===== src/design/pfe_pkg.sv =====
// Shared types and constants for the Playfair encryption block.
`timescale 1ns / 1ps
package pfe_pkg;

	localparam int SIDE    = 5;
	localparam int CELLS   = 25;
	localparam int LETTERS = 26;

	localparam logic [2:0] MODE_CLEAR   = 3'd0;
	localparam logic [2:0] MODE_KEY     = 3'd1;
	localparam logic [2:0] MODE_KEY_END = 3'd2;
	localparam logic [2:0] MODE_PLAIN   = 3'd3;
	localparam logic [2:0] MODE_MSG_END = 3'd4;

	localparam logic [4:0] PAD_LETTER = 5'd23;

	// alphabet without q, used to complete the square
	localparam logic [4:0] FILL_ALPHA [CELLS] = '{
		5'd0, 5'd1, 5'd2, 5'd3, 5'd4, 5'd5, 5'd6, 5'd7, 5'd8, 5'd9,
		5'd10, 5'd11, 5'd12, 5'd13, 5'd14, 5'd15, 5'd17, 5'd18, 5'd19,
		5'd20, 5'd21, 5'd22, 5'd23, 5'd24, 5'd25
	};

	typedef struct packed {
		logic [2:0] mode;
		logic [4:0] letter;
	} in_item_t;

	typedef struct packed {
		logic [4:0] cipher_first;
		logic [4:0] cipher_second;
		logic       not_in_square;
	} out_item_t;

	// controller to datapath
	typedef struct packed {
		logic clear;
		logic place_in;
		logic fill_start;
		logic fill_step;
		logic pend_load;
		logic pair_start;
		logic pair_pad;
		logic pend_drop;
		logic rd_a;
		logic rd_b;
		logic rd_na;
		logic rd_nb;
		logic out_load;
	} cmd_t;

	// datapath to controller
	typedef struct packed {
		logic pend_valid;
		logic pend_match;
		logic fill_done;
		logic miss;
		logic out_free;
	} sts_t;

endpackage


===== src/design/playfair_cipher_encrypt_top.sv =====
// Top level of the Playfair encryption block.
// Input channel plain_*: one item per transfer, mode plus letter code 0..25.
//   Mode 0 clears the key, 1 adds a key letter, 2 ends the key and completes the
//   square, 3 is a plaintext letter, 4 ends the message.
// Output channel cipher_*: one encrypted pair per transfer, with a flag when a
//   letter of the pair is not in the square (letters then pass unchanged).
// Sequence: clear, key letter and the first letter of a pair are done in the idle state.
//   Key end walks the 25-letter fill alphabet one letter per cycle, and the item
//   holds the input until the fill is done.
//   A pair needs two position-map reads and two square reads, one per cycle on
//   single-port stores, in states RDA, RDB, CALC and RDNB; the result is loaded into
//   the output register in state OUT (RDA then OUT when a letter is not in the
//   square). plain_stall is high while an item is in work.
// The output register frees the sequencer: the next item is taken while a
//   result waits; a further pair waits only if the receiver still stalls.
// Reset clears the key, fill count, pending letter and output valid; the square
//   holds no data until a key is entered.
`timescale 1ns / 1ps
module playfair_cipher_encrypt_top (
	input  logic               clk,
	input  logic               arst_n,
	input  logic               plain_valid,
	output logic               plain_stall,
	input  pfe_pkg::in_item_t  plain_data,
	output logic               cipher_valid,
	input  logic               cipher_stall,
	output pfe_pkg::out_item_t cipher_data
);
	import pfe_pkg::*;

	cmd_t cmd;
	sts_t sts;

	pfe_ctrl u_ctrl (
		.clk         (clk),
		.arst_n      (arst_n),
		.plain_valid (plain_valid),
		.plain_stall (plain_stall),
		.plain_data  (plain_data),
		.sts         (sts),
		.cmd         (cmd)
	);

	pfe_dp u_dp (
		.clk          (clk),
		.arst_n       (arst_n),
		.plain_data   (plain_data),
		.cmd          (cmd),
		.sts          (sts),
		.cipher_valid (cipher_valid),
		.cipher_stall (cipher_stall),
		.cipher_data  (cipher_data)
	);

endmodule


===== src/design/pfe_ctrl.sv =====
// Sequencer for the Playfair block: decodes modes and steps key fill and pair lookup.
`timescale 1ns / 1ps
module pfe_ctrl (
	input  logic              clk,
	input  logic              arst_n,
	input  logic              plain_valid,
	output logic              plain_stall,
	input  pfe_pkg::in_item_t plain_data,
	input  pfe_pkg::sts_t     sts,
	output pfe_pkg::cmd_t     cmd
);
	import pfe_pkg::*;

	typedef enum logic [6:0] {
		S_IDLE = 7'b0000001,
		S_FILL = 7'b0000010,
		S_RDA  = 7'b0000100,
		S_RDB  = 7'b0001000,
		S_CALC = 7'b0010000,
		S_RDNB = 7'b0100000,
		S_OUT  = 7'b1000000
	} state_t;

	state_t state_q, state_d;
	logic   take;

	assign plain_stall = (state_q != S_IDLE);
	assign take        = plain_valid && (state_q == S_IDLE);

	always_comb begin
		state_d = state_q;
		cmd     = '0;
		case (state_q)
			S_IDLE: begin
				if (take) begin
					case (plain_data.mode)
						MODE_CLEAR: cmd.clear = 1'b1;
						MODE_KEY: cmd.place_in = 1'b1;
						MODE_KEY_END: begin
							cmd.fill_start = 1'b1;
							state_d        = S_FILL;
						end
						MODE_PLAIN: begin
							if (!sts.pend_valid) begin
								cmd.pend_load = 1'b1;
							end else begin
								// doubled letter keeps itself pending, paired with x
								cmd.pair_start = 1'b1;
								cmd.pair_pad   = sts.pend_match;
								cmd.pend_drop  = !sts.pend_match;
								state_d        = S_RDA;
							end
						end
						MODE_MSG_END: begin
							if (sts.pend_valid) begin
								cmd.pair_start = 1'b1;
								cmd.pair_pad   = 1'b1;
								cmd.pend_drop  = 1'b1;
								state_d        = S_RDA;
							end
						end
						default: ;
					endcase
				end
			end
			S_FILL: begin
				cmd.fill_step = 1'b1;
				if (sts.fill_done) state_d = S_IDLE;
			end
			S_RDA: begin
				if (sts.miss) begin
					state_d = S_OUT;
				end else begin
					cmd.rd_a = 1'b1;
					state_d  = S_RDB;
				end
			end
			S_RDB: begin
				cmd.rd_b = 1'b1;
				state_d  = S_CALC;
			end
			S_CALC: begin
				cmd.rd_na = 1'b1;
				state_d   = S_RDNB;
			end
			S_RDNB: begin
				cmd.rd_nb = 1'b1;
				state_d   = S_OUT;
			end
			S_OUT: begin
				if (sts.out_free) begin
					cmd.out_load = 1'b1;
					state_d      = S_IDLE;
				end
			end
			default: state_d = S_IDLE;
		endcase
	end

	always_ff @(posedge clk or negedge arst_n) begin
		if (!arst_n) begin
			state_q <= S_IDLE;
		end else begin
			state_q <= state_d;
		end
	end

endmodule


===== src/design/pfe_dp.sv =====
// Datapath for the Playfair block: key square, position map, pair rule, output register.
`timescale 1ns / 1ps
module pfe_dp (
	input  logic               clk,
	input  logic               arst_n,
	input  pfe_pkg::in_item_t  plain_data,
	input  pfe_pkg::cmd_t      cmd,
	output pfe_pkg::sts_t      sts,
	output logic               cipher_valid,
	input  logic               cipher_stall,
	output pfe_pkg::out_item_t cipher_data
);
	import pfe_pkg::*;

	// square cells and, per letter, its row and column
	logic [4:0] sq_mem  [CELLS];
	logic [5:0] pos_mem [LETTERS];

	logic [LETTERS-1:0] used_q;
	logic [4:0]         fill_q;
	logic [2:0]         frow_q, fcol_q;
	logic [4:0]         idx_q;
	logic               pend_v_q;
	logic [4:0]         pend_q;
	logic [4:0]         a_q, b_q;
	logic [5:0]         pos_rd_q, pa_q;
	logic [4:0]         sq_rd_q, first_q, nb_q;
	logic               out_valid_q;
	out_item_t          out_data_q;

	logic [4:0] pl_c;
	logic       place_en;
	logic       a_in, b_in;
	logic [4:0] pos_addr;
	logic [2:0] r0, c0, r1, c1, r0n, c0n, r1n, c1n;
	logic [2:0] nar, nac, nbr, nbc;
	logic [4:0] na, nb;

	function automatic logic [4:0] cell_of(input logic [2:0] r, input logic [2:0] c);
		logic [4:0] rr;
		rr = {2'b00, r};
		return (rr << 2) + rr + {2'b00, c};
	endfunction

	function automatic logic [2:0] wrap_inc(input logic [2:0] v);
		return (v == 3'(SIDE - 1)) ? 3'd0 : v + 3'd1;
	endfunction

	assign pl_c     = cmd.fill_step ? FILL_ALPHA[idx_q] : plain_data.letter;
	assign place_en = (cmd.place_in || cmd.fill_step) && (pl_c < 5'(LETTERS))
		&& (fill_q < 5'(CELLS)) && !used_q[pl_c];

	assign a_in = (a_q < 5'(LETTERS)) ? used_q[a_q] : 1'b0;
	assign b_in = (b_q < 5'(LETTERS)) ? used_q[b_q] : 1'b0;

	always_comb begin
		pos_addr = cmd.rd_a ? a_q : b_q;
		if (pos_addr >= 5'(LETTERS)) pos_addr = '0;
	end

	// pair rule
	assign r0  = pa_q[5:3];
	assign c0  = pa_q[2:0];
	assign r1  = pos_rd_q[5:3];
	assign c1  = pos_rd_q[2:0];
	assign r0n = wrap_inc(r0);
	assign c0n = wrap_inc(c0);
	assign r1n = wrap_inc(r1);
	assign c1n = wrap_inc(c1);

	always_comb begin
		if (r0 == r1) begin
			nar = r0;  nac = c0n;
			nbr = r1;  nbc = c1n;
		end else if (c0 == c1) begin
			nar = r0n; nac = c0;
			nbr = r1n; nbc = c1;
		end else begin
			nar = r0;  nac = c1;
			nbr = r1;  nbc = c0;
		end
	end

	assign na = cell_of(nar, nac);
	assign nb = cell_of(nbr, nbc);

	always_ff @(posedge clk) begin
		if (place_en) begin
			sq_mem[fill_q] <= pl_c;
			pos_mem[pl_c]  <= {frow_q, fcol_q};
		end
		if (cmd.rd_a || cmd.rd_b) pos_rd_q <= pos_mem[pos_addr];
		if (cmd.rd_na) sq_rd_q <= sq_mem[na];
		else if (cmd.rd_nb) sq_rd_q <= sq_mem[nb_q];
	end

	always_ff @(posedge clk) begin
		if (cmd.pair_start) begin
			a_q <= pend_q;
			b_q <= cmd.pair_pad ? PAD_LETTER : plain_data.letter;
		end
		if (cmd.rd_b) pa_q <= pos_rd_q;
		if (cmd.rd_na) nb_q <= nb;
		if (cmd.rd_nb) first_q <= sq_rd_q;
		if (cmd.out_load) begin
			if (!(a_in && b_in)) begin
				out_data_q <= '{cipher_first: a_q, cipher_second: b_q, not_in_square: 1'b1};
			end else begin
				out_data_q <= '{cipher_first: first_q, cipher_second: sq_rd_q,
					not_in_square: 1'b0};
			end
		end
	end

	always_ff @(posedge clk or negedge arst_n) begin
		if (!arst_n) begin
			used_q      <= '0;
			fill_q      <= '0;
			frow_q      <= '0;
			fcol_q      <= '0;
			idx_q       <= '0;
			pend_v_q    <= 1'b0;
			pend_q      <= '0;
			out_valid_q <= 1'b0;
		end else begin
			if (cmd.clear) begin
				used_q <= '0;
				fill_q <= '0;
				frow_q <= '0;
				fcol_q <= '0;
			end else if (place_en) begin
				used_q[pl_c] <= 1'b1;
				fill_q       <= fill_q + 5'd1;
				if (fcol_q == 3'(SIDE - 1)) begin
					fcol_q <= '0;
					frow_q <= frow_q + 3'd1;
				end else begin
					fcol_q <= fcol_q + 3'd1;
				end
			end
			if (cmd.fill_start) idx_q <= '0;
			else if (cmd.fill_step) idx_q <= idx_q + 5'd1;
			if (cmd.clear || cmd.fill_start) begin
				pend_v_q <= 1'b0;
				pend_q   <= '0;
			end else if (cmd.pend_load) begin
				pend_v_q <= 1'b1;
				pend_q   <= plain_data.letter;
			end else if (cmd.pend_drop) begin
				pend_v_q <= 1'b0;
			end
			if (cmd.out_load) out_valid_q <= 1'b1;
			else if (!cipher_stall) out_valid_q <= 1'b0;
		end
	end

	assign sts.pend_valid = pend_v_q;
	assign sts.pend_match = (plain_data.letter == pend_q);
	assign sts.fill_done  = (idx_q == 5'(CELLS - 1)) || (fill_q >= 5'(CELLS));
	assign sts.miss       = !(a_in && b_in);
	assign sts.out_free   = !out_valid_q || !cipher_stall;

	assign cipher_valid = out_valid_q;
	assign cipher_data  = out_data_q;

endmodule

===== config.mk =====
export PLATFORM = sky130hd
export DESIGN_NAME = playfair_cipher_encrypt_top
export DESIGN_NICKNAME = d
export VERILOG_FILES = /design/src/design/pfe_pkg.sv /design/src/design/playfair_cipher_encrypt_top.sv /design/src/design/pfe_ctrl.sv /design/src/design/pfe_dp.sv
export SDC_FILE = /design/constraint.sdc
export NUM_CORES = 1
export LEC_CHECK = 0
export BUFFER_PORTS_ARGS = -buffer_cell sky130_fd_sc_hd__buf_2
export CAP_MARGIN = 20
export CORE_AREA = 2 2 304 156
export CTS_CLUSTER_DIAMETER = 80
export DETAILED_ROUTE_END_ITERATION = 7
export DIE_AREA = 0 0 306 158
export GPL_TIMING_DRIVEN = 0
export PLACE_DENSITY = 0.54
export SKIP_LAST_GASP = 1
export SYNTH_ARGS = -nofsm -noshare
export SYNTH_HDL_FRONTEND = slang
export SYNTH_SLANG_ARGS = --single-unit

===== constraint.sdc =====
create_clock -name clk -period 9.75 [get_ports clk]
set_input_delay 1.4625 -clock clk [delete_from_list [all_inputs] [get_ports clk]]
set_output_delay 1.4625 -clock clk [all_outputs]
set_load 0.1 [all_outputs]

==> results by stage <==
Power:
- The combinational share of power is 0.064.
- The static power due to leakage is 7.45 nW.
- The part of the power in registers is 0.532.
- The internal power of the cells is 2.71 mW.
- The final total power is 3.56 mW.
- The net switching share of the total power is 0.240.
- The total power density per cell area is 174 mW/mm².
- The share of total power dissipated in the clock network is 0.404.
- The analysis attributes to net switching a power of 857 µW.
- The peak supply drop is 0.105 mV.

Logic synthesis:
- The cell count after synthesis is 1210.
- For this run, the number of Yosys warnings is 0.
- Of the synthesized area, sequential elements account for 0.629.
- The synthesized area divided by synthesized cell count is 15.0 µm².
- Synthesis inferred 390 register bits.
- Counting flops with a built-in enable in the synthesized netlist gives 329.
- Among all flip-flop cells after synthesis, the most frequent one is sky130_fd_sc_hd__edfxtp_1.
- The number of library cell types mapped by synthesis is 58.
- Synthesis produced a netlist with a net count of 1255.
- The netlist area before placement is 0.0181 mm².
- The async set-or-reset flop fraction in the synthesized netlist is 0.144.

Worst setup path:
- The worst setup path is of the flip-flop to flip-flop kind.
- The worst setup path is launched from a flip-flop.
- STA puts the critical path data required time at 9920 ps.
- The worst setup path is captured at a flip-flop.
- The signal arrival time at the worst endpoint is 6520 ps.
- The source of the worst register-to-register timing path is u_ctrl.state_q[4].
- Along the worst path, the maximum fanout reaches 20.
- The most critical setup path has its startpoint at u_ctrl.state_q[4].

Clock network:
- The TritonCTS clock tree is yes.
- Counting along the longest clock path gives a buffer depth of 3.
- The CTS buffer count is 38.
- Clock-pin slew was measured on the worst setup and hold paths at 70 ps.
- The maximum level of the CTS H-tree is 2.
- After clock tree synthesis, the flow added hold-fix buffers numbering 0.
- The clock net sink count is 390.
- The number of buffers inserted to repair setup after CTS is 0.
- The number of gates resized after CTS was 0.
- The library cell used as clock root buffer is sky130_fd_sc_hd__clkbuf_16.
- The worst-skew pair later-pin latency is 570 ps.

Hold path:
- The path class of the tightest hold or removal check is flip-flop to flip-flop.
- The start point of the worst hold path is u_dp.sq_rd_q[1].

STA:
- The number of failing hold endpoints at the final stage is 0.
- The number of pins with negative max-slew slack in the final report was 0.
- The highest clock rate is 0.157 GHz.
- Subtracting the final worst setup slack from the clock period gives 6350 ps.
- The setup TNS is 0 ps.
- The final period utilization is 0.651.
- Setup repair after global routing left no endpoint under its margin.
- The transition time at the pin with the least slew margin is 1060 ps.
- Setup violations remaining at the end of the flow were counted as 0.
- Across the routed clock network, the largest skew measured is 35.7 ps.
- The worst slew margin relative to its limit is 0.276.

Die:
- Measured along the y axis, the die boundary spans 158 µm.
- The number of top-level pins is 25.
- For this configuration, the core starts out at a cell density of 0.395.
- The number of rows created at floorplan is 56.
- The width of the die is 306 µm.
- The standard cell core area is 0.0459 mm².
- The die covers 0.0483 mm².

Finish:
- After routing the design area is 0.0205 mm².
- The final layout contains 1333 nets.
- Leaving out fill and tap cells, the most frequent cell in the layout is sky130_fd_sc_hd__edfxtp_1.
- The area overhead of the layout relative to synthesis is 13.0%.
- In the final layout, the share of cells above drive strength 1 is 0.172.
- The diode insertion count for antenna repair is 0.
- The layout has 4053 filler cells.
- The top cell types in the final layout, fill and taps aside, are sky130_fd_sc_hd__edfxtp_1 (329), sky130_fd_sc_hd__mux2i_1 (122), sky130_fd_sc_hd__nor2_1 (91).

Drt:
- The total detailed-routing wirelength is 50500 µm.
- The detail route stage leaves a number of antenna-violating nets equal to 0.
- In the routed design, unresolved DRC markers number 0.
- The via density per instance is 5.79.
- The first detailed-routing pass took 5 iterations.
- The average wire per standard cell is 26.2 µm.
- The count of routing violations after the opening detailed-route iteration is 1269.
- The total via count in the routed design is 11159.

Global route:
- The number of antenna violations at the first check in global routing is 1.
- The number of global-route vias before repair was 10452.
- The first global-routing pass estimated 73200 µm of wire.
- The total track usage is 0.212.
- The total overflow reported by the global router is 0.
- The largest net degree at the start of global routing is 39.

Placement:
- The final weighted congestion of routability-driven global placement is 0.902.
- The cell area after placement is 0.0191 mm².
- The number of buffer cells added on primary ports is 23.
- The wire-length estimate of the detail-placed layout is 37500 µm.

Status:
- The flow ran to the end, and the final reports show no timing, DRC or antenna violations.

Flow run:
- The reported max-cap violation count is 0.
[power by group through the flow]
| stage | sequential, mW | combinational [mW] | clock [mW] |
|---|---|---|---|
| CTS | 1.93 | 0.172 | 1.46 |
| global route | 1.90 | 0.248 | 1.53 |
| floorplan | 1.93 | 0.113 | 0 |
| detailed placement | 1.96 | 0.171 | 0 |
| global placement | 1.96 | 0.162 | 0 |
| finish | 1.90 | 0.228 | 1.44 |
[registers in the layout, indices dropped and copies added, names as in the netlist, 6 cells and up, named ones only]
| name | count |
|---|---|
| u_dp.cipher_data | 11 |
| u_dp.pos_rd_q | 6 |
| u_dp.sq_mem | 125 |
| u_dp.pa_q | 6 |
| u_dp.pos_mem | 156 |
| u_dp.used_q | 26 |
| u_ctrl.state_q | 7 |
[kinds of logic after synthesis]
group / count (synthesis) / synth area share
AOI/OAI and AO/OA: 164 / 0.0617
xor gates and xnor gates: 22 / 0.0106
adders and majority gates: 33 / 0.0245
buffers and inverters: 91 / 0.0198
DFF: 390 / 0.629
muxes: 226 / 0.181
and+or+nand+nor: 284 / 0.0741
[metal layers]
layer  vias to the layer above  GRT usage  share of wire
met2                       527      0.242           0.35
met5                         -          0              0
met1                      5714      0.363           0.52
met4                         0     0.0373          0.012
li1                       4863          -              -
met3                        55     0.0756           0.12
[layout make-up]
cell class / instances / area, µm² / area share
sequential: 390 / 11400 / 0.556
multi-input combinational: 729 / 6400 / 0.313
clock buffer: 51 / 1010 / 0.0493
tap: 609 / 762 / 0.0372
timing repair buffer: 38 / 388 / 0.0190
buffer: 56 / 228 / 0.0111
clock inverter: 18 / 164 / 0.00801
inverter: 35 / 131 / 0.00642
[synthesized netlist by cell type, types with 6 or more instances]
cell type | number | area share
sky130_fd_sc_hd__edfxtp_1 | 329 | 0.55
sky130_fd_sc_hd__mux2i_1 | 122 | 0.067
sky130_fd_sc_hd__nor2_1 | 91 | 0.019
sky130_fd_sc_hd__nand2_1 | 83 | 0.017
sky130_fd_sc_hd__mux4_2 | 78 | 0.097
sky130_fd_sc_hd__dfrtp_1 | 55 | 0.076
sky130_fd_sc_hd__inv_1 | 35 | 0.0073
sky130_fd_sc_hd__o21ai_0 | 35 | 0.0097
sky130_fd_sc_hd__clkbuf_1 | 33 | 0.0068
sky130_fd_sc_hd__ha_1 | 29 | 0.020
sky130_fd_sc_hd__nand3_1 | 28 | 0.0077
sky130_fd_sc_hd__o21a_1 | 28 | 0.012
sky130_fd_sc_hd__mux2_2 | 25 | 0.016
sky130_fd_sc_hd__a21oi_1 | 24 | 0.0066
sky130_fd_sc_hd__a211oi_1 | 18 | 0.0075
sky130_fd_sc_hd__nor2b_1 | 17 | 0.0059
sky130_fd_sc_hd__nand4_1 | 15 | 0.0052
sky130_fd_sc_hd__xor2_1 | 13 | 0.0063
sky130_fd_sc_hd__o22ai_1 | 12 | 0.0041
sky130_fd_sc_hd__buf_1 | 11 | 0.0023
sky130_fd_sc_hd__buf_2 | 11 | 0.0030
sky130_fd_sc_hd__nor3_1 | 9 | 0.0025
sky130_fd_sc_hd__xnor2_1 | 9 | 0.0044
sky130_fd_sc_hd__a22oi_1 | 8 | 0.0033
sky130_fd_sc_hd__nand3b_1 | 8 | 0.0033
sky130_fd_sc_hd__nand2b_1 | 7 | 0.0024
sky130_fd_sc_hd__a21o_1 | 6 | 0.0025
[path summary, 6_finish.rpt]
check                           slack [ps]            endpoint  cells after the start
worst max-delay path                  3400  u_dp.sq_mem[24][0]                     12
worst min-delay path                   450     u_dp.first_q[1]                      0
worst max register to register        3400  u_dp.sq_mem[24][0]                     12
worst min register to register         450     u_dp.first_q[1]                      0
max in group asynchronous             8290     u_dp.used_q[11]                      2
min in group asynchronous              860      u_dp.fill_q[4]                      1
[stage by stage]
stage	std cells	worst slack, ps	util	hold slack (ps)
global route	1926	3100	0.446	476
CTS	1918	3260	0.443	452
finish	1926	3400	0.446	451
floorplan	1210	5130	-	422
detailed placement	1849	3260	0.417	443
global placement	1842	2160	0.414	443
[worst max-delay path, stage by stage (launching register included)]
cell and delay, ps:
sky130_fd_sc_hd__dfrtp_1 450, sky130_fd_sc_hd__or4_1 640, sky130_fd_sc_hd__nor4_4 380, sky130_fd_sc_hd__mux2i_2 820, sky130_fd_sc_hd__inv_1 450, sky130_fd_sc_hd__buf_16 290, sky130_fd_sc_hd__mux2_2 290, sky130_fd_sc_hd__or3_1 340
sky130_fd_sc_hd__a221o_1 380, sky130_fd_sc_hd__a21oi_2 460, sky130_fd_sc_hd__buf_2 350, sky130_fd_sc_hd__nand2_1 280, sky130_fd_sc_hd__nor2_1 780
(Power assumes the default switching activity.)
